### config.mk
export PLATFORM = sky130hd
export DESIGN_NAME = program_stream_pes_demux
export DESIGN_NICKNAME = d
export VERILOG_FILES = /design/src/psd_pkg.sv /design/src/psd_parser.sv /design/src/psd_fifo.sv /design/src/program_stream_pes_demux.sv
export SDC_FILE = /design/constraint.sdc
export NUM_CORES = 1
export LEC_CHECK = 0
export ABC_AREA = 1
export BUFFER_PORTS_ARGS = -buffer_cell sky130_fd_sc_hd__buf_2
export CELL_PAD_IN_SITES_DETAIL_PLACEMENT = 0
export CELL_PAD_IN_SITES_GLOBAL_PLACEMENT = 1
export CORE_ASPECT_RATIO = 0.6
export CORE_MARGIN = 3
export CORE_UTILIZATION = 47
export DETAILED_ROUTE_END_ITERATION = 12
export PLACE_DENSITY_LB_ADDON = 0.1
export SETUP_SLACK_MARGIN = 0.15
export SYNTH_ARGS = -nofsm -noshare
export SYNTH_HDL_FRONTEND = slang
export SYNTH_SLANG_ARGS = --single-unit
### constraint.sdc
create_clock -name i_clk -period 4.3 [get_ports i_clk]
set_input_delay 0 -clock i_clk [delete_from_list [all_inputs] [get_ports i_clk]]
set_output_delay 0 -clock i_clk [all_outputs]
set_load 0.005 [all_outputs]
### src/psd_pkg.sv
// Package with shared types and constants of the program stream demultiplexer.
package psd_pkg;

    typedef enum logic [3:0] {
        PH_HUNT    = 4'd0,
        PH_LEN_HI  = 4'd1,
        PH_LEN_LO  = 4'd2,
        PH_STUFF   = 4'd3,
        PH_STD     = 4'd4,
        PH_CODE    = 4'd5,
        PH_TS      = 4'd6,
        PH_DTS1    = 4'd7,
        PH_FLAGS   = 4'd8,
        PH_HLEN    = 4'd9,
        PH_HDR     = 4'd10,
        PH_SUBID   = 4'd11,
        PH_AUDHDR  = 4'd12,
        PH_PCM     = 4'd13,
        PH_PAYLOAD = 4'd14,
        PH_SKIP    = 4'd15
    } t_phase;

    typedef enum logic [1:0] {
        LK_NONE = 2'd0,
        LK_PACK = 2'd1,
        LK_SYNC = 2'd2
    } t_lock;

    localparam logic [1:0] REG_AUDIO    = 2'd0;
    localparam logic [1:0] REG_VIDEO    = 2'd1;
    localparam logic [1:0] REG_SUBTITLE = 2'd2;

    localparam logic [1:0] KIND_VIDEO    = 2'd0;
    localparam logic [1:0] KIND_AUDIO    = 2'd1;
    localparam logic [1:0] KIND_SUBTITLE = 2'd2;

    localparam logic [31:0] WINDOW_RESET = 32'hFFFF_FFFF;

    typedef struct packed {
        logic [1:0]  kind;
        logic [7:0]  number;
        logic [7:0]  data;
        logic        first;
        logic [31:0] stamp;
        logic        last;
    } t_result;

endpackage

### src/psd_parser.sv
// Byte parser: start code hunt, PES header parsing and payload selection.
module psd_parser (
    input  logic               i_clk,
    input  logic               i_rst_n,
    input  logic               i_valid,
    input  logic [7:0]         i_byte,
    input  logic [7:0]         i_audio_choice,
    input  logic [4:0]         i_video_choice,
    input  logic [5:0]         i_subtitle_choice,
    output logic               o_valid,
    output psd_pkg::t_result   o_result
);

    psd_pkg::t_phase r_phase, n_phase;
    psd_pkg::t_lock  r_lock, n_lock;
    logic [31:0] r_window, n_window;
    logic [15:0] r_left, n_left;
    logic [7:0]  r_hleft, n_hleft;
    logic [31:0] r_stamp, n_stamp;
    logic [3:0]  r_count, n_count;
    logic [7:0]  r_code, n_code;
    logic [7:0]  r_la, n_la;
    logic        r_al, n_al;
    logic [3:0]  r_lv, n_lv;
    logic        r_vl, n_vl;
    logic [15:0] r_pcm, n_pcm;
    logic        r_bad, n_bad, r_dts, n_dts, r_m2, n_m2, r_pts, n_pts, r_lpcm, n_lpcm;
    logic [1:0]  r_kind, n_kind;
    logic [7:0]  r_num, n_num;

    logic [7:0]  v;
    logic [15:0] dec;
    logic [31:0] win;
    logic [31:0] ts_val;
    logic        ts_badv;
    logic [2:0]  ts_idx;
    logic        ts_en;

    always_comb begin
        ts_val  = r_stamp;
        ts_badv = r_bad;
        case (ts_idx)
            3'd0: begin
                ts_val  = {v[2:1], 30'd0};
                ts_badv = ~v[0];
            end
            3'd1: ts_val = r_stamp | {2'd0, v, 22'd0};
            3'd2: begin
                ts_val = r_stamp | {10'd0, v[7:1], 15'd0};
                if (!v[0]) ts_badv = 1'b1;
            end
            3'd3: ts_val = r_stamp | {17'd0, v, 7'd0};
            default: begin
                ts_val = r_stamp | {25'd0, v[7:1]};
                if (!v[0]) ts_badv = 1'b1;
                if (ts_badv) ts_val = 32'd0;
            end
        endcase
    end

    always_comb begin
        logic [7:0] low;
        logic       hit;
        logic [7:0] an;
        logic [3:0] vn;
        v = i_byte;
        dec = r_left - 16'd1;
        win = {r_window[23:0], v};
        n_phase = r_phase; n_lock = r_lock; n_window = r_window; n_left = r_left;
        n_hleft = r_hleft; n_stamp = r_stamp; n_count = r_count; n_code = r_code;
        n_la = r_la; n_al = r_al; n_lv = r_lv; n_vl = r_vl; n_pcm = r_pcm;
        n_bad = r_bad; n_dts = r_dts; n_m2 = r_m2; n_pts = r_pts; n_lpcm = r_lpcm;
        n_kind = r_kind; n_num = r_num;
        o_valid = 1'b0;
        o_result = '{kind: r_kind, number: r_num, data: v, first: (r_count != 4'd0),
                     stamp: r_stamp, last: (dec == 16'd0)};
        ts_idx = 3'd0;
        ts_en = 1'b0;
        low = 8'd0; hit = 1'b0; an = 8'd0; vn = 4'd0;
        if (i_valid) begin
            // Shared length-count decrement for every phase after the length field, payload and skip included.
            if (r_phase != psd_pkg::PH_HUNT && r_phase != psd_pkg::PH_LEN_HI &&
                r_phase != psd_pkg::PH_LEN_LO) begin
                n_left = dec;
            end
            case (r_phase)
                psd_pkg::PH_HUNT: begin
                    n_window = win;
                    if (win[31:8] == 24'h000001) begin
                        n_window = psd_pkg::WINDOW_RESET;
                        low = win[7:0];
                        case (r_lock)
                            psd_pkg::LK_NONE: if (low == 8'hBA) n_lock = psd_pkg::LK_PACK;
                            psd_pkg::LK_PACK: begin
                                if (low == 8'hBB || low == 8'hBD ||
                                    (low >= 8'hC0 && low <= 8'hEF))
                                    n_lock = psd_pkg::LK_SYNC;
                                else
                                    n_lock = psd_pkg::LK_NONE;
                            end
                            default: ;
                        endcase
                        if (n_lock == psd_pkg::LK_SYNC && !(low < 8'hBC || low >= 8'hF0 ||
                            low == 8'hBE || low == 8'hBF)) begin
                            n_code = low;
                            n_phase = psd_pkg::PH_LEN_HI;
                        end
                    end
                end
                psd_pkg::PH_LEN_HI: begin
                    n_left = {v, 8'd0};
                    n_phase = psd_pkg::PH_LEN_LO;
                end
                psd_pkg::PH_LEN_LO: begin
                    n_left = {r_left[15:8], v};
                    if ({r_left[15:8], v} == 16'd0) begin
                        n_phase = psd_pkg::PH_HUNT;
                        n_window = psd_pkg::WINDOW_RESET;
                    end else begin
                        n_stamp = 32'd0; n_bad = 1'b0; n_m2 = 1'b0; n_pts = 1'b0;
                        n_phase = psd_pkg::PH_STUFF;
                    end
                end
                psd_pkg::PH_PAYLOAD: begin
                    o_valid = 1'b1;
                    n_count = 4'd0;
                    if (dec == 16'd0) begin
                        n_phase = psd_pkg::PH_HUNT;
                        n_window = psd_pkg::WINDOW_RESET;
                    end
                end
                psd_pkg::PH_SKIP: begin
                    if (dec == 16'd0) begin
                        n_phase = psd_pkg::PH_HUNT;
                        n_window = psd_pkg::WINDOW_RESET;
                    end
                end
                default: begin
                    if (dec == 16'd0) begin
                        n_phase = psd_pkg::PH_HUNT;
                        n_window = psd_pkg::WINDOW_RESET;
                    end else begin
                        // Header byte processing; "hit" means header complete.
                        case (r_phase)
                            psd_pkg::PH_STUFF, psd_pkg::PH_CODE: begin
                                if (r_phase == psd_pkg::PH_STUFF && v == 8'hFF) begin
                                end else if (r_phase == psd_pkg::PH_STUFF &&
                                             v[7:6] == 2'b01) begin
                                    n_phase = psd_pkg::PH_STD;
                                end else if (v[7:4] == 4'h2 || v[7:4] == 4'h3) begin
                                    ts_idx = 3'd0; ts_en = 1'b1;
                                    n_dts = v[4];
                                    n_count = 4'd1;
                                    n_phase = psd_pkg::PH_TS;
                                end else if (v[7:6] == 2'b10) begin
                                    n_m2 = 1'b1;
                                    n_phase = psd_pkg::PH_FLAGS;
                                end else if (v == 8'h0F) begin
                                    hit = 1'b1;
                                end else begin
                                    n_phase = psd_pkg::PH_HUNT;
                                    n_window = psd_pkg::WINDOW_RESET;
                                end
                            end
                            psd_pkg::PH_STD: n_phase = psd_pkg::PH_CODE;
                            psd_pkg::PH_TS: begin
                                ts_idx = r_count[2:0]; ts_en = 1'b1;
                                n_count = r_count + 4'd1;
                                if (r_count + 4'd1 >= 4'd5) begin
                                    if (r_dts) begin
                                        n_count = 4'd0;
                                        n_phase = psd_pkg::PH_DTS1;
                                    end else hit = 1'b1;
                                end
                            end
                            psd_pkg::PH_DTS1: begin
                                if (r_count == 4'd0 && v[7:4] != 4'h1) n_stamp = 32'd0;
                                n_count = r_count + 4'd1;
                                if (r_count + 4'd1 >= 4'd5) hit = 1'b1;
                            end
                            psd_pkg::PH_FLAGS: begin
                                n_pts = v[7];
                                n_phase = psd_pkg::PH_HLEN;
                            end
                            psd_pkg::PH_HLEN: begin
                                if ({8'd0, v} > dec) begin
                                    n_phase = psd_pkg::PH_HUNT;
                                    n_window = psd_pkg::WINDOW_RESET;
                                end else begin
                                    n_hleft = v;
                                    n_count = 4'd0;
                                    if (v < 8'd5) n_pts = 1'b0;
                                    if (v == 8'd0) hit = 1'b1;
                                    else n_phase = psd_pkg::PH_HDR;
                                end
                            end
                            psd_pkg::PH_HDR: begin
                                if (r_pts && r_count < 4'd5) begin
                                    ts_idx = r_count[2:0]; ts_en = 1'b1;
                                    n_count = r_count + 4'd1;
                                end
                                n_hleft = r_hleft - 8'd1;
                                if (r_hleft == 8'd1) hit = 1'b1;
                            end
                            psd_pkg::PH_SUBID: begin
                                an = (i_audio_choice < 8'd192) ? i_audio_choice :
                                     (r_al ? r_la : v);
                                if (dec < 16'd3) begin
                                    n_phase = psd_pkg::PH_HUNT;
                                    n_window = psd_pkg::WINDOW_RESET;
                                end else if (v[7:5] == 3'b001) begin
                                    if (i_subtitle_choice < 6'd32 &&
                                        {1'b0, v[4:0]} == i_subtitle_choice) begin
                                        n_kind = psd_pkg::KIND_SUBTITLE;
                                        n_num = {3'd0, v[4:0]};
                                        n_count = 4'd1;
                                        n_phase = psd_pkg::PH_PAYLOAD;
                                    end else n_phase = psd_pkg::PH_SKIP;
                                end else if (v[7:6] == 2'b10) begin
                                    if (i_audio_choice >= 8'd192 && !r_al) begin
                                        n_al = 1'b1; n_la = v;
                                    end
                                    if (v == an) begin
                                        n_num = v;
                                        n_lpcm = (v[7:5] == 3'b101);
                                        n_count = 4'd0;
                                        n_phase = psd_pkg::PH_AUDHDR;
                                    end else n_phase = psd_pkg::PH_SKIP;
                                end else n_phase = psd_pkg::PH_SKIP;
                            end
                            psd_pkg::PH_AUDHDR: begin
                                n_count = r_count + 4'd1;
                                if (r_count + 4'd1 >= 4'd3) begin
                                    if (r_lpcm && dec >= 16'd2) begin
                                        n_count = 4'd0; n_pcm = 16'd0;
                                        n_phase = psd_pkg::PH_PCM;
                                    end else begin
                                        n_kind = psd_pkg::KIND_AUDIO;
                                        n_count = 4'd1;
                                        n_phase = psd_pkg::PH_PAYLOAD;
                                    end
                                end
                            end
                            psd_pkg::PH_PCM: begin
                                n_pcm = {r_pcm[7:0], v};
                                if (r_count < 4'd2) n_count = r_count + 4'd1;
                                if (n_count >= 4'd2 && {r_pcm[7:0], v} == 16'h0180) begin
                                    n_kind = psd_pkg::KIND_AUDIO;
                                    n_count = 4'd1;
                                    n_phase = psd_pkg::PH_PAYLOAD;
                                end
                            end
                            default: ;
                        endcase
                        if (ts_en) begin
                            n_stamp = ts_val;
                            n_bad = ts_badv;
                        end
                        if (hit) begin
                            n_phase = psd_pkg::PH_SKIP;
                            if (n_m2 && r_code == 8'hBD) begin
                                n_phase = psd_pkg::PH_SUBID;
                            end else if (r_code >= 8'hC0 && r_code <= 8'hDF) begin
                                an = r_code - 8'hC0;
                                if (i_audio_choice < 8'd192) begin
                                    if (an == i_audio_choice) n_phase = psd_pkg::PH_PAYLOAD;
                                end else begin
                                    if (!r_al) begin n_al = 1'b1; n_la = an; end
                                    if (an == (r_al ? r_la : an))
                                        n_phase = psd_pkg::PH_PAYLOAD;
                                end
                                if (n_phase == psd_pkg::PH_PAYLOAD) begin
                                    n_kind = psd_pkg::KIND_AUDIO; n_num = an;
                                    n_count = 4'd1;
                                end
                            end else if (r_code >= 8'hE0 && r_code <= 8'hEF) begin
                                vn = r_code[3:0];
                                if (i_video_choice < 5'd16) begin
                                    if ({1'b0, vn} == i_video_choice)
                                        n_phase = psd_pkg::PH_PAYLOAD;
                                end else begin
                                    if (!r_vl) begin n_vl = 1'b1; n_lv = vn; end
                                    if (vn == (r_vl ? r_lv : vn))
                                        n_phase = psd_pkg::PH_PAYLOAD;
                                end
                                if (n_phase == psd_pkg::PH_PAYLOAD) begin
                                    n_kind = psd_pkg::KIND_VIDEO; n_num = {4'd0, vn};
                                    n_count = 4'd1;
                                end
                            end
                        end
                    end
                end
            endcase
        end
    end

    always_ff @(posedge i_clk) begin
        if (!i_rst_n) begin
            r_phase <= psd_pkg::PH_HUNT; r_lock <= psd_pkg::LK_NONE;
            r_window <= psd_pkg::WINDOW_RESET; r_left <= 16'd0; r_hleft <= 8'd0;
            r_stamp <= 32'd0; r_count <= 4'd0; r_code <= 8'd0; r_la <= 8'd0;
            r_al <= 1'b0; r_lv <= 4'd0; r_vl <= 1'b0; r_pcm <= 16'd0;
            r_bad <= 1'b0; r_dts <= 1'b0; r_m2 <= 1'b0; r_pts <= 1'b0;
            r_lpcm <= 1'b0; r_kind <= 2'd0; r_num <= 8'd0;
        end else begin
            r_phase <= n_phase; r_lock <= n_lock; r_window <= n_window;
            r_left <= n_left; r_hleft <= n_hleft; r_stamp <= n_stamp;
            r_count <= n_count; r_code <= n_code; r_la <= n_la; r_al <= n_al;
            r_lv <= n_lv; r_vl <= n_vl; r_pcm <= n_pcm; r_bad <= n_bad;
            r_dts <= n_dts; r_m2 <= n_m2; r_pts <= n_pts; r_lpcm <= n_lpcm;
            r_kind <= n_kind; r_num <= n_num;
        end
    end

`ifndef SYNTHESIS
    a_out_only_payload: assert property (@(posedge i_clk) disable iff (!i_rst_n)
        o_valid |-> r_phase == psd_pkg::PH_PAYLOAD) else $error("result outside payload");
    a_last_hunts: assert property (@(posedge i_clk) disable iff (!i_rst_n)
        (o_valid && o_result.last) |=> r_phase == psd_pkg::PH_HUNT)
        else $error("last byte did not end packet");
    a_parse_needs_sync: assert property (@(posedge i_clk) disable iff (!i_rst_n)
        (r_phase == psd_pkg::PH_LEN_HI) |-> r_lock == psd_pkg::LK_SYNC)
        else $error("parse without lock");
`endif

endmodule

### src/psd_fifo.sv
// Small result queue between the parser and the output port.
module psd_fifo #(
    parameter int Depth = 4
) (
    input  logic              i_clk,
    input  logic              i_rst_n,
    input  logic              i_push,
    input  psd_pkg::t_result  i_data,
    input  logic              i_pop,
    output logic              o_full,
    output logic              o_empty,
    output psd_pkg::t_result  o_data
);

    localparam int Aw = (Depth > 1) ? $clog2(Depth) : 1;

    psd_pkg::t_result r_mem [Depth];
    logic [Aw-1:0] r_wr, r_rd;
    logic [Aw:0]   r_cnt;
    logic          push_ok, pop_ok;

    assign o_full  = (r_cnt == Aw'(0) + (Aw+1)'(Depth));
    assign o_empty = (r_cnt == '0);
    assign o_data  = r_mem[r_rd];
    assign push_ok = i_push && !o_full;
    assign pop_ok  = i_pop && !o_empty;

    always_ff @(posedge i_clk) begin
        if (push_ok) r_mem[r_wr] <= i_data;
    end

    always_ff @(posedge i_clk) begin
        if (!i_rst_n) begin
            r_wr <= '0; r_rd <= '0; r_cnt <= '0;
        end else begin
            if (push_ok) r_wr <= (r_wr == Aw'(Depth - 1)) ? '0 : r_wr + Aw'(1);
            if (pop_ok)  r_rd <= (r_rd == Aw'(Depth - 1)) ? '0 : r_rd + Aw'(1);
            r_cnt <= r_cnt + (Aw+1)'(push_ok) - (Aw+1)'(pop_ok);
        end
    end

`ifndef SYNTHESIS
    a_no_overflow: assert property (@(posedge i_clk) disable iff (!i_rst_n)
        o_full |=> r_cnt <= (Aw+1)'(Depth)) else $error("queue overflow");
    a_count_track: assert property (@(posedge i_clk) disable iff (!i_rst_n)
        (push_ok && !pop_ok) |=> r_cnt == $past(r_cnt) + (Aw+1)'(1))
        else $error("queue count mismatch");
    a_empty_flag: assert property (@(posedge i_clk) disable iff (!i_rst_n)
        o_empty |-> r_wr == r_rd) else $error("empty with pending data");
`endif

endmodule

### src/program_stream_pes_demux.sv
// Top level of the MPEG program stream PES demultiplexer.
// The input channel takes one program stream byte per transaction: drive
// i_data_byte with push high; a transaction completes when full is low.
// The result channel is a queue: while empty is low the oldest payload
// byte and its tags (kind, number, first, last, stamp) are on the o_ ports,
// and pop takes it.
// The parser handles one byte per cycle while full is low; a selected payload
// byte is registered into the result queue when the byte is accepted.
// Throughput is one byte per cycle while full is low, set by the combinational parse update.
// If the receiver stalls, results collect in a queue of Depth entries;
// when it is full, full stops the input until the receiver pops.
// Configuration registers are written through i_cfg_we, i_cfg_index and i_cfg_data;
// the user must write them only while the block is idle; the block itself does not enforce it.
// Synchronous reset clears the lock, the parser and the queue, and sets the
// stream choices to automatic audio and video and no subtitles.
module program_stream_pes_demux #(
    parameter int Depth = 4
) (
    input  logic        i_clk,
    input  logic        i_rst_n,
    input  logic        push,
    output logic        full,
    input  logic [7:0]  i_data_byte,
    output logic        empty,
    input  logic        pop,
    output logic [1:0]  o_stream_kind,
    output logic [7:0]  o_stream_number,
    output logic [7:0]  o_payload_byte,
    output logic        o_first_of_packet,
    output logic [31:0] o_stamp,
    output logic        o_last_of_packet,
    input  logic        i_cfg_we,
    input  logic [1:0]  i_cfg_index,
    input  logic [7:0]  i_cfg_data
);

    logic [7:0] r_audio;
    logic [4:0] r_video;
    logic [5:0] r_sub;
    logic       acc, res_valid;
    psd_pkg::t_result res, head;

    assign acc = push && !full;

    always_ff @(posedge i_clk) begin
        if (!i_rst_n) begin
            r_audio <= 8'd192; r_video <= 5'd16; r_sub <= 6'd32;
        end else if (i_cfg_we) begin
            case (i_cfg_index)
                psd_pkg::REG_AUDIO:    r_audio <= i_cfg_data;
                psd_pkg::REG_VIDEO:    r_video <= i_cfg_data[4:0];
                psd_pkg::REG_SUBTITLE: r_sub <= i_cfg_data[5:0];
                default: ;
            endcase
        end
    end

    psd_parser u_parser (
        .i_clk, .i_rst_n, .i_valid(acc), .i_byte(i_data_byte),
        .i_audio_choice(r_audio), .i_video_choice(r_video),
        .i_subtitle_choice(r_sub), .o_valid(res_valid), .o_result(res)
    );

    psd_fifo #(.Depth(Depth)) u_fifo (
        .i_clk, .i_rst_n, .i_push(res_valid), .i_data(res), .i_pop(pop),
        .o_full(full), .o_empty(empty), .o_data(head)
    );

    assign o_stream_kind     = head.kind;
    assign o_stream_number   = head.number;
    assign o_payload_byte    = head.data;
    assign o_first_of_packet = head.first;
    assign o_stamp           = head.stamp;
    assign o_last_of_packet  = head.last;

endmodule

# == Word level (Yosys, flattened, before mapping) ==
# Memory sizes are Yosys's and may differ from the RTL's. A register that Yosys moved wholly into a read port is not among the register bits.
# Cells that the tools add are included.
# W data, S select, Z words.
# word_totals
latchBits,0
mem_bits_ro,0
output_inout_bits,54
wordCells,448
ramBits,208
ff_bits,161
in_bits,23
mem_count,1
# mem_list
name,words,word_bits,rd,rd_clocked_by_memory_dff,write_ports,line,rtl
u_fifo.r_mem,4,52,1,1,1,psd_fifo.sv:17,psd_pkg::t_result r_mem [Depth];
# op_classes
mul,0
bitwise_logic,18
n_shift,0
n_mux,217
eq_ne,80
div,0
n_addsub,8
n_reduce_logical,76
magnitude_cmp,21
# ops
op,n
$mux W24,11
$mux W4,63
$mux W8,28
$mux W32,6
$pmux W32 S4,1
$pmux W24 S4,1
$pmux W24 S3,1
$pmux W32 S2,1
$pmux W4 S8,2
$mux W1,58
$eq A8 B8 Y1 const B,7
$mux W2,25
$eq A4 B4 Y1 const B,10
$ge A8 B8 Y1 const B,5
$logic_not A16 Y1,2
$or A32 B15 Y32,1
$or A32 B22 Y32,1
$or A32 B30 Y32,1
$or A32 B7 Y32,1
$pmux W16 S2,1
$pmux W8 S2,2
$ne A7 B4 Y1 const B,4
$ne A5 B4 Y1 const B,5
$eq A24 B1 Y1 const B,1
other kinds (78),182

# == Depth between registers and ports, before layout ==
# Gate-level depths: netlist (run 1).
# depth
ltp_word,23
ltp_mapped,21
ltp_nobuf,21

# == Modules after synthesis ==
# From an unflattened synthesis (run 1), not the netlist that was laid out.
# unflattened
cells_unflattened,2095
hier_area_um2,17928.4
# by_module_without_submodules
module,cells_per_inst,area_each_um2,instances,seq_area_each_um2
psd_parser,1407,8918.6,1,2702.6
psd_fifo,568,8172.8,1,6426.2
program_stream_pes_demux,120,837.1,1,380.4

# == Least setup slack after synthesis (run 1) ==
# Ideal clock, no wire load.
# synth_path
kind,reg-to-reg
from,reg u_fifo.r_cnt[2]
to,mem u_fifo.r_mem[0][0] (netlist bit) (enable)
synth_period_minus_slack_ns,3.667
setup_slack_ns,0.633
path_buffers,0
t_required_ns,3.838
t_arrival_ns,3.205
stages_incl_launch_ff,5
setup_ns,0.462
path_cell_list,dfxtp_1 > nor3b_1 > nor2_1 > nand2_1 > nor2_1
# synth_between
elab_chain_cells,7
# synth_lines
element,line,rtl
from (decl),psd_fifo.sv:19,logic [Aw:0] r_cnt;
from (signal assigned),psd_fifo.sv:38,r_cnt <= r_cnt + (Aw+1)'(push_ok) - (Aw+1)'(pop_ok);
$eq A3 B3 Y1 (*),psd_fifo.sv:22,assign o_full = (r_cnt == Aw'(0) + (Aw+1)'(Depth));
named net full,program_stream_pes_demux.sv:22,"output logic full,"
$logic_not A1 Y1 (*),"psd_fifo.sv:25, program_stream_pes_demux.sv:43",
$logic_and A1 B1 Y1,program_stream_pes_demux.sv:43,assign acc = push && !full;
$mux W1,psd_parser.sv:80,if (i_valid) begin
$logic_and A1 B1 Y1 (*),psd_fifo.sv:25,assign push_ok = i_push && !o_full;
$mux W1 (*),psd_fifo.sv:29,if (push_ok) r_mem[r_wr] <= i_data;
$mux W1 (not written as such) (*),psd_fifo.sv:29,
to (decl),psd_fifo.sv:17,
# The timed path passes the listed nets; every way through them passes the cells marked *.

# == Final worst setup path (run 1) ==
# layout_path
from,reg u_parser.r_left[0]
to,reg u_parser.r_num[2]
# layout_between
elab_chain_cells,9
word_cells_on_any_way,19
cone_classes,1 x add/sub; 2 x order compare; 13 x mux; 1 x bitwise; 2 x reduce/logical
# layout_lines
element,line,rtl
from (decl),psd_parser.sv:17,"logic [15:0] r_left, n_left;"
from (signal assigned),psd_parser.sv:308,r_left <= n_left; r_hleft <= n_hleft; r_stamp <= n_stamp;
$sub A16 B1 Y16 (*),psd_parser.sv:67,dec = r_left - 16'd1;
$lt A16 B2 Y1,psd_parser.sv:208,if (dec < 16'd3) begin
$mux W8,psd_parser.sv:208,
$mux W8,psd_parser.sv:144,case (r_phase)
$mux W8,psd_parser.sv:286,if (n_phase == psd_pkg::PH_PAYLOAD) begin
$mux W8,psd_parser.sv:276,end else if (r_code >= 8'hE0 && r_code <= 8'hEF) begin
$mux W8,psd_parser.sv:263,end else if (r_code >= 8'hC0 && r_code <= 8'hDF) begin
$mux W8,psd_parser.sv:261,if (n_m2 && r_code == 8'hBD) begin
$mux W8,psd_parser.sv:259,if (hit) begin
to (signal assigned),psd_parser.sv:312,r_kind <= n_kind; r_num <= n_num;
to (decl),psd_parser.sv:29,"logic [7:0] r_num, n_num;"
# Mark *: on every way between the ends. The rest lies on a longest branch, timed or not. The select of a mux whose other input is x is not followed.
# A chain may end at the register's enable or synchronous reset.

==> results of run 1 <==
## cells in the mapped netlist, types with 5 or more instances
master and n:
buf_6 6, or2_2 7, clkbuf_1 72, nor3_1 25, a221oi_1 5, nand2_2 7, nor2_4 6, ha_1 27
nor4_1 10, xnor2_1 7, dfxtp_1 163, nand3b_1 5, inv_2 8, buf_2 10, nor2_2 10, o21ai_0 220
nand2_1 394, a31oi_1 16, nor2_1 266, a21oi_1 94, edfxtp_1 208, o22ai_1 62, nand3_1 130, nand4_1 39
xor2_1 10, inv_1 210, o211ai_1 9, o21ai_1 5, a21oi_2 31
## layout make-up
type	instances	area [µm²]	share of cell area (%)
inverters	220	826	4.12
clock inverters	23	272	1.35
clock buffers	42	933	4.65
repair buffers	122	771	3.84
well taps	504	631	3.14
flip-flops and latches	371	9510	47.4
multi-input cells	1416	7110	35.5
## cell usage in the layout, fill, tap and decap left out, types with 5 or more instances in the layout
cell	synthesis	final
nand2_1	394	394
nor2_1	266	262
o21ai_0	220	220
inv_1	210	209
edfxtp_1	208	208
dfxtp_1	163	162
nand3_1	130	130
a21oi_1	94	94
buf_2	10	76
o22ai_1	62	62
nand4_1	39	39
clkbuf_16	0	36
a21oi_2	31	31
buf_4	0	28
ha_1	27	27
nor3_1	25	25
dlygate4sd3_1	0	18
a31oi_1	16	16
nor2_4	6	10
nor2_2	10	10
nor4_1	10	10
xor2_1	10	10
inv_2	8	9
clkinv_1	2	9
o211ai_1	9	9
clkinv_2	0	8
nand2_2	7	7
xnor2_1	7	7
or2_2	7	7
bufinv_16	0	6
o21ai_1	5	5
nand3b_1	5	5
a221oi_1	5	5
clkbuf_1	72	5
## cells by family after synthesis
family                   Yosys count  synth area share (%)
AND/OR/NAND/NOR                  910                  22.1
XOR/XNOR                          17                 0.836
flip-flops                       371                  53.4
buffers and inverters            309                  6.84
adder cells (fa/ha/maj)           28                  2.01
AO/OA/AOI/OAI                    461                  14.8
## sequential cells by signal, summed over array words and instances (netlist names), 3 cells and up, named ones only
signal,cells
u_parser.r_count,4
u_parser.r_phase,4
r_video,5
u_parser.r_left,16
u_fifo.r_mem,208
u_parser.r_code,8
u_parser.r_lv,4
u_parser.r_pcm,8
u_parser.r_window,24
u_parser.r_stamp,32
u_parser.r_hleft,8
u_parser.r_la,8
u_parser.r_num,8
r_sub,6
r_audio,8
u_fifo.r_cnt,3
## routing by layer
layer	track usage (%)	vias to the layer above	part of all wire (%)
met4	4.42	0	1.3
met1	42.1	7056	51
met2	36.0	514	39
met5	0	-	0
met3	4.97	56	8.4
li1	-	7281	-
## per-stage QoR
stage                     power [mW]  setup WS, ns  utilization [%]  cell area, µm²  cells
after floorplan                 4.93         0.633                -           17800   2096
after global placement          5.58         0.742             50.7           18700   2613
after detailed placement        5.60         0.609             50.7           18700   2613
after CTS                       8.91         0.577             54.4           20000   2696
after global routing            9.24         0.295             54.5           20100   2698
final                           8.82         0.581             54.5           20100   2698
## power by group through the flow
stage                     registers [mW]  logic [mW]  clock network [mW]
after detailed placement            3.97        1.63                   0
after floorplan                     3.93        1.00                   0
after global routing                3.90        1.83                3.50
final                               3.89        1.63                3.30
after global placement              3.96        1.61                   0
after CTS                           3.89        1.65                3.37
## how the worst max path moves through the flow
| stage | from | to | cells after the start |
|---|---|---|---|
| after floorplan | u_fifo.r_cnt[2]$_SDFF_PN0_ | u_fifo.r_mem[0][0]$_DFFE_PP_ | 4 |
| after global placement | u_parser.r_left[0]$_SDFFE_PN0P_ | u_parser.r_la[3]$_SDFFE_PN0P_ | 18 |
| after detailed placement | u_parser.r_left[0]$_SDFFE_PN0P_ | u_parser.r_la[1]$_SDFFE_PN0P_ | 18 |
| after CTS | u_parser.r_left[0]$_SDFFE_PN0P_ | u_parser.r_la[1]$_SDFFE_PN0P_ | 18 |
| after global routing | u_parser.r_left[0]$_SDFFE_PN0P_ | u_parser.r_num[2]$_SDFFE_PN0P_ | 20 |
| final | u_parser.r_left[0]$_SDFFE_PN0P_ | u_parser.r_num[2]$_SDFFE_PN0P_ | 20 |
## timing repair
action,CTS,global route
hold endpoints to repair,24,0
setup endpoints to repair,0,5
hold buffers,18,0
buffers inserted,0,2
## worst reg2reg max path: stages, from the launching register on
cell and delay, ns:
dfxtp_1 0.36, inv_1 0.17, ha_1 0.35, xnor2_1 0.36
ha_1 0.31, nand2_1 0.07, inv_1 0.04, o21ai_0 0.07
nand2_1 0.07, nand2_1 0.06, o211ai_1 0.11, nand3_2 0.13
nand3_1 0.10, nand2_1 0.49, nand2_1 0.35, nor2_1 0.27
nand2_1 0.09, nand2_1 0.06, nand3_1 0.06, nand2_1 0.07
inv_1 0.04
==> results.md, run 1 <==
* Max VDD drop at 0.410 mV
* Final period util at 86.5%
* Total Neg Setup Slack at 0 ns
* Antenna violations before repair at 0
* Syn Nets at 2147
* Slew @ Worst Pin at 1.22 ns
* Final Max Slew Viols at 0
* Horiz. Die Dim at 257 µm
* CTS tree: yes
* WP data arrival at 4.15 ns
* Fill count at 3387
* Residual antenna-violating net count after detailed routing at 0
* Clock network fraction of total power at 37.4%
* Min Tclk post-route at 3.72 ns
* Clk root buf: clkbuf_16
* Share of layout cells above drive strength 1 at 11.1%
* Worst-Skew Late Latency at 0.54 ns
* Status: finished clean
* CP Cell Sequence: inv_1 -> ha_1 -> xnor2_1 -> ha_1 -> nand2_1 -> inv_1 -> o21ai_0 -> nand2_1 -> nand2_1 -> o211ai_1 -> nand3_2 -> nand3_1 -> nand2_1 -> nand2_1 -> nor2_1 -> nand2_1 -> nand2_1 -> nand3_1 -> nand2_1 -> inv_1
* Synthesized flop and latch total at 371
* Sw frac at 28.6%
* Vias in the first global route at 13700
* Distinct cell type count after synthesis at 50
* I/O pins at 77
* Number of synthesized flops with an enable pin at 208
* Ys async rst share at 0%
* Critical path endpoint category: flop
* CP most frequent cell: nand2_1
* Pre-antenna DRT Iters at 6
* Final Hold Violating Endpoints at 0
* Top cell type's share of synthesized area at 35.1%
* Routed len/inst at 19.5 µm
* CP max stage cell: nand2_1
* Grt total ovfl at 0
* DR iter-0 viols at 1644
* Clock buffer count from CTS at 36
* Total track usage at 26.0%
* Max Fanout on Critical Path at 13
* Clock net sink count at 371
* Largest net degree at the start of global routing at 75
* Hold Crit Class: in2reg
* Synth area leaders: edfxtp_1 (35%), dfxtp_1 (18%), nand2_1 (8.3%), o21ai_0 (6.2%), nor2_1 (5.6%)
* Synth-to-layout area growth at 12.6%
* NumNets Final at 2218
* Buffers and inverters on the worst path at 3
* Int Power at 6.30 mW
* PD cells at 440 nW/µm²
* Synth Cell Area at 17800 µm²
* DRC violations left at 0
* RSZ-0062 raised after global routing: false
* Ys Warns at 0
* Primary FF master, synth: edfxtp_1
* Final wirelength at 52700 µm
* Max Cap Violations at 0
* Area leader, netlist: edfxtp_1
* Clock Skews at 0.0175 ns
* FF-to-FF setup slack at 0.58 ns
* Vias per std cell at 5.53
* Hold depth at 3
* Placer Congestion at 0.956
* CTS resizes at 0
* Detail Placement HPWL at 35000 µm
* Sw Pwr at 2.52 mW
* Worst-case clock buffer depth at 3
* Sequential area share after synthesis at 53.4%
* Slew HR at 19.0%
* Row cnt at 54
* Starting Density at 48.4%
* Hold_sp: i_rst_n
* Via count at 14900
* Hold_ws at 0.00630 ns
* R2R Path End: u_parser.r_num[2]$_SDFFE_PN0P_
* Die area at 40300 µm²
* P_leak at 8.06 nW
* I/O Buffers at 76
* Antenna diodes at 0
* Setup CP Type: reg2reg
* Share of total power in sequential cells at 44.1%
* Combinational share of power at 18.5%
* Critical path startpoint category: flop
* Synth Area per Inst at 8.50 µm²
* Final setup vio count at 0
* Max Clk Rate at 0.269 GHz
* R2R depth at 20
* Worst reg2reg startpoint: u_parser.r_left[0]$_SDFFE_PN0P_
* Height of the die at 157 µm
* H-tree Lvls at 2
* First-pass GRT wire length at 81900 µm
* Worst path max stage delay at 0.49 ns
* Core ar. at 36800 µm²
* Gate Count Post-Synth at 2096
* Req. time, crit path at 4.73 ns
* End of the worst hold path: u_fifo.r_cnt[0]$_SDFF_PN0_
* CP delay by family, top: simple AND/OR/NAND/NOR gates
* CTS clk-pin slew, worst paths at 0.06 ns
(Power assumes the default switching activity.)
==> inputs of run 2 (changes only) <==
Settings changed: ABC_AREA 1 to default, CORE_UTILIZATION 47 to 50.
==> run 2 against run 1 <==
Effect of this change: routed wire length down 11%; area after synthesis down 4.6%; via count shrank 17%; critical path type unchanged; sequential cell count did not move; power is 11% lower; sequential share of layout area up 1.8 points; count of clock-buffer cells in the layout grew 12; utilization up 4.3 points; final cell count shrank 25%; highest routed layer is now met5; non-clock buffer count grew 21; global-route usage is 0.057 points higher.
==> results.md, run 2 <==
* Detail Placement HPWL at 30700 µm
* Critical path startpoint category: flop
* Largest net degree at the start of global routing at 66
* Combinational share of power at 9.5%
* WP data arrival at 4.36 ns
* Clock network fraction of total power at 41.0%
* Vias in the first global route at 11500
* Reg with most FFs: u_fifo.r_mem
* CP max stage cell: or4b_1
* Placed Instances at 1948
* Routed len/inst at 23.0 µm
* Clock buffer count from CTS at 35
* Number of synthesized flops with an enable pin at 208
* Worst-Skew Late Latency at 0.54 ns
* Ys Warns at 0
* Total Neg Setup Slack at 0 ns
* Distinct cell type count after synthesis at 90
* Area leader, netlist: edfxtp_1
* Final Max Slew Viols at 0
* Mux contribution to synthesized area at 8.84%
* Height of the die at 149 µm
* Max VDD drop at 0.269 mV
* Non-filler cells, final at 2030
* Grt total ovfl at 0
* Met2 Usage GRT at 35.5%
* Setup bufs post-CTS at 0
* CTS tree: yes
* Max Clk Rate at 0.257 GHz
* Share of total power in sequential cells at 49.5%
* Largest register FFs at 208
* Vias per std cell at 6.11
* Min Tclk post-route at 3.89 ns
* Post-synthesis compound-gate area fraction at 14.0%
* Sw Pwr at 1.81 mW
* Count leader, synth: edfxtp_1
* Final Hold Violating Endpoints at 0
* Multi-input gate area at 6950 µm²
* Slew HR at 17.5%
* Clock Skews at 0.0258 ns
* Antenna diodes at 0
* Setup CP Type: reg2reg
* Pwr Total at 7.85 mW
* Horiz. Die Dim at 244 µm
* CP delay by family, top: compound AO/OA/AOI/OAI gates
* Met3 GRT Util at 5.89%
* Req. time, crit path at 4.77 ns
* Max Cap Violations at 0
* Gate Count Post-Synth at 1470
* Starting Density at 51.6%
* Top cells by count, synth: edfxtp_1 (208), dfxtp_1 (163), nand2_1 (145)
* Die area at 36300 µm²
* DRC violations left at 0
* I/O pins at 77
* DR iter-0 viols at 1434
* PD cells at 406 nW/µm²
* P_leak at 7.14 nW
* Dpl ws at 0.519 ns
* Main combinational cell family by area after synthesis: compound AO/OA/AOI/OAI gates
* Primary FF master, synth: edfxtp_1
* Antenna violations before repair at 1
* Critical path endpoint category: flop
* Total track usage at 26.1%
* Pre-antenna DRT Iters at 5
* Post-Synth Simple-Gate Area at 13.6%
* Final wirelength at 46700 µm
* Final setup vio count at 0
* I/O Buffers at 76
* Synth area leaders: edfxtp_1 (37%), dfxtp_1 (19%), mux4_2 (6.9%), nand2_1 (3.2%), nor2_1 (2.9%)
* Slew @ Worst Pin at 1.23 ns
* Most frequent cells in the layout: edfxtp_1 (208), dfxtp_1 (161), nand2_1 (145), nor2_1 (129), buf_2 (76)
* CP Cell Sequence: inv_1 -> ha_1 -> or4b_1 -> nor2_1 -> xnor2_1 -> ha_1 -> nand4_1 -> a21oi_1 -> o21a_1 -> a21o_1 -> o2111ai_1 -> a31oi_4 -> buf_4 -> o22a_1
* Placer Congestion at 0.986
* Core ar. at 32900 µm²
* Top Registers: u_fifo.r_mem x208, u_parser.r_stamp x32, u_parser.r_window x24
* Int Power at 6.04 mW
* Worst path max stage delay at 0.57 ns
* Residual antenna-violating net count after detailed routing at 0
* Worst-case clock buffer depth at 3
* GR peak layer: met1
* H-tree Lvls at 2
* Synth-to-layout area growth at 13.8%
* CP most frequent cell: ha_1
* Status: finished clean
* CTS clk-pin slew, worst paths at 0.07 ns
* Min setup slack post-route at 0.410 ns
* Max Fanout on Critical Path at 24
* Clock net sink count at 371
* Placed Area at 17900 µm²
* Synth Area per Inst at 11.6 µm²
* Sequential area share after synthesis at 56.0%
* First-pass GRT wire length at 72500 µm
* Met1 Usage GRT at 42.2%
* Via count at 12400
* Row cnt at 51
* Register area at 9510 µm²
* Buffers and inverters on the worst path at 2
* Top cell type's share of synthesized area at 36.8%
* Share of layout cells above drive strength 1 at 17.7%
* Commonest non-fill, non-tap cell in the layout: edfxtp_1
* Ys async rst share at 0%
* Final Instance Area at 19300 µm²
* Hold Crit Class: in2reg
* Synth Cell Area at 17000 µm²
* Fill count at 2705
* Post-Synth XOR/XNOR Area at 2.32%
* Adder-cell area share of the yosys netlist at 2.11%
* RSZ-0062 raised after global routing: false
* Sw frac at 23.1%
* NumNets Final at 1604
* Clk root buf: clkbuf_16
* Final period util at 90.5%
* Synthesized flop and latch total at 371
* Syn Nets at 1521
[run 2: cell count changes after synthesis, sizes merged, moves of 72 or more]
cell / delta
inv: -189
nor2: -152
nand3: -93
nand2: -258
o21ai: -135
a21oi: -72
[run 2: final timing paths]
path                                      startpoint                                  to  slack [ns]  depth (start not counted)
setup / recovery     u_parser.r_left[1]$_SDFFE_PN0P_   u_parser.r_window[2]$_SDFFE_PN1P_        0.41                         14
hold / removal                               i_rst_n             r_audio[6]$_SDFFE_PN1P_        0.04                          3
setup reg to reg     u_parser.r_left[1]$_SDFFE_PN0P_   u_parser.r_window[2]$_SDFFE_PN1P_        0.41                         14
hold reg to reg   u_parser.r_window[17]$_SDFFE_PN1P_  u_parser.r_window[17]$_SDFFE_PN1P_        0.46                          1
[run 2: worst reg2reg max path: stages, from the launching register on]
cell,delay (ns)
dfxtp_1,0.41
inv_1,0.14
ha_1,0.16
or4b_1,0.57
nor2_1,0.20
xnor2_1,0.11
ha_1,0.32
nand4_1,0.14
a21oi_1,0.25
o21a_1,0.22
a21o_1,0.34
o2111ai_1,0.26
a31oi_4,0.23
buf_4,0.28
o22a_1,0.20
[run 2: cell type report]
| class | count | area share [%] |
|---|---|---|
| Clock buffer | 54 | 5.67 |
| Clock inverter | 10 | 0.621 |
| Inverter | 31 | 0.602 |
| Multi-Input combinational cell | 971 | 35.9 |
| Sequential cell | 371 | 49.2 |
| Tap cell | 450 | 2.91 |
| Timing Repair Buffer | 143 | 5.06 |
[run 2: routing by layer]
layer  part of all wire, %  vias to the layer above
li1                      -                     5718
met1                    50                     6076
met2                    40                      543
met3                   8.8                       62
met4                   1.5                        2
met5                 0.028                        -
[run 2: through the flow]
stage / hold WS [ns] / utilization [%]
floorplan: 0.0989 / -
global placement: 0.228 / 54.5
detailed placement: 0.234 / 54.5
CTS: 0.0106 / 58.7
global route: 0.0261 / 58.7
finish: 0.0396 / 58.7
[run 2: cells by family after synthesis]
| group | after synthesis |
|---|---|
| compound gates | 330 |
| buf+inv | 128 |
| fa+ha+maj | 28 |
| flops | 371 |
| simple gates | 483 |
| mux | 85 |
| xor+xnor | 45 |
[run 2: timing repair]
item                                   in CTS  in global routing
setup endpoints to repair                   0                 11
hold buffers                               18                  0
endpoints found under the hold margin      40                  0
gates resized for setup                     0                  1
[run 2: power groups by stage]
stage	clock, mW	sequential (mW)	combinational [mW]
CTS	3.29	3.90	0.751
finish	3.22	3.89	0.743
detailed placement	0	3.97	0.736
floorplan	0	3.86	0.570
global route	3.46	3.91	0.800
global placement	0	3.97	0.729
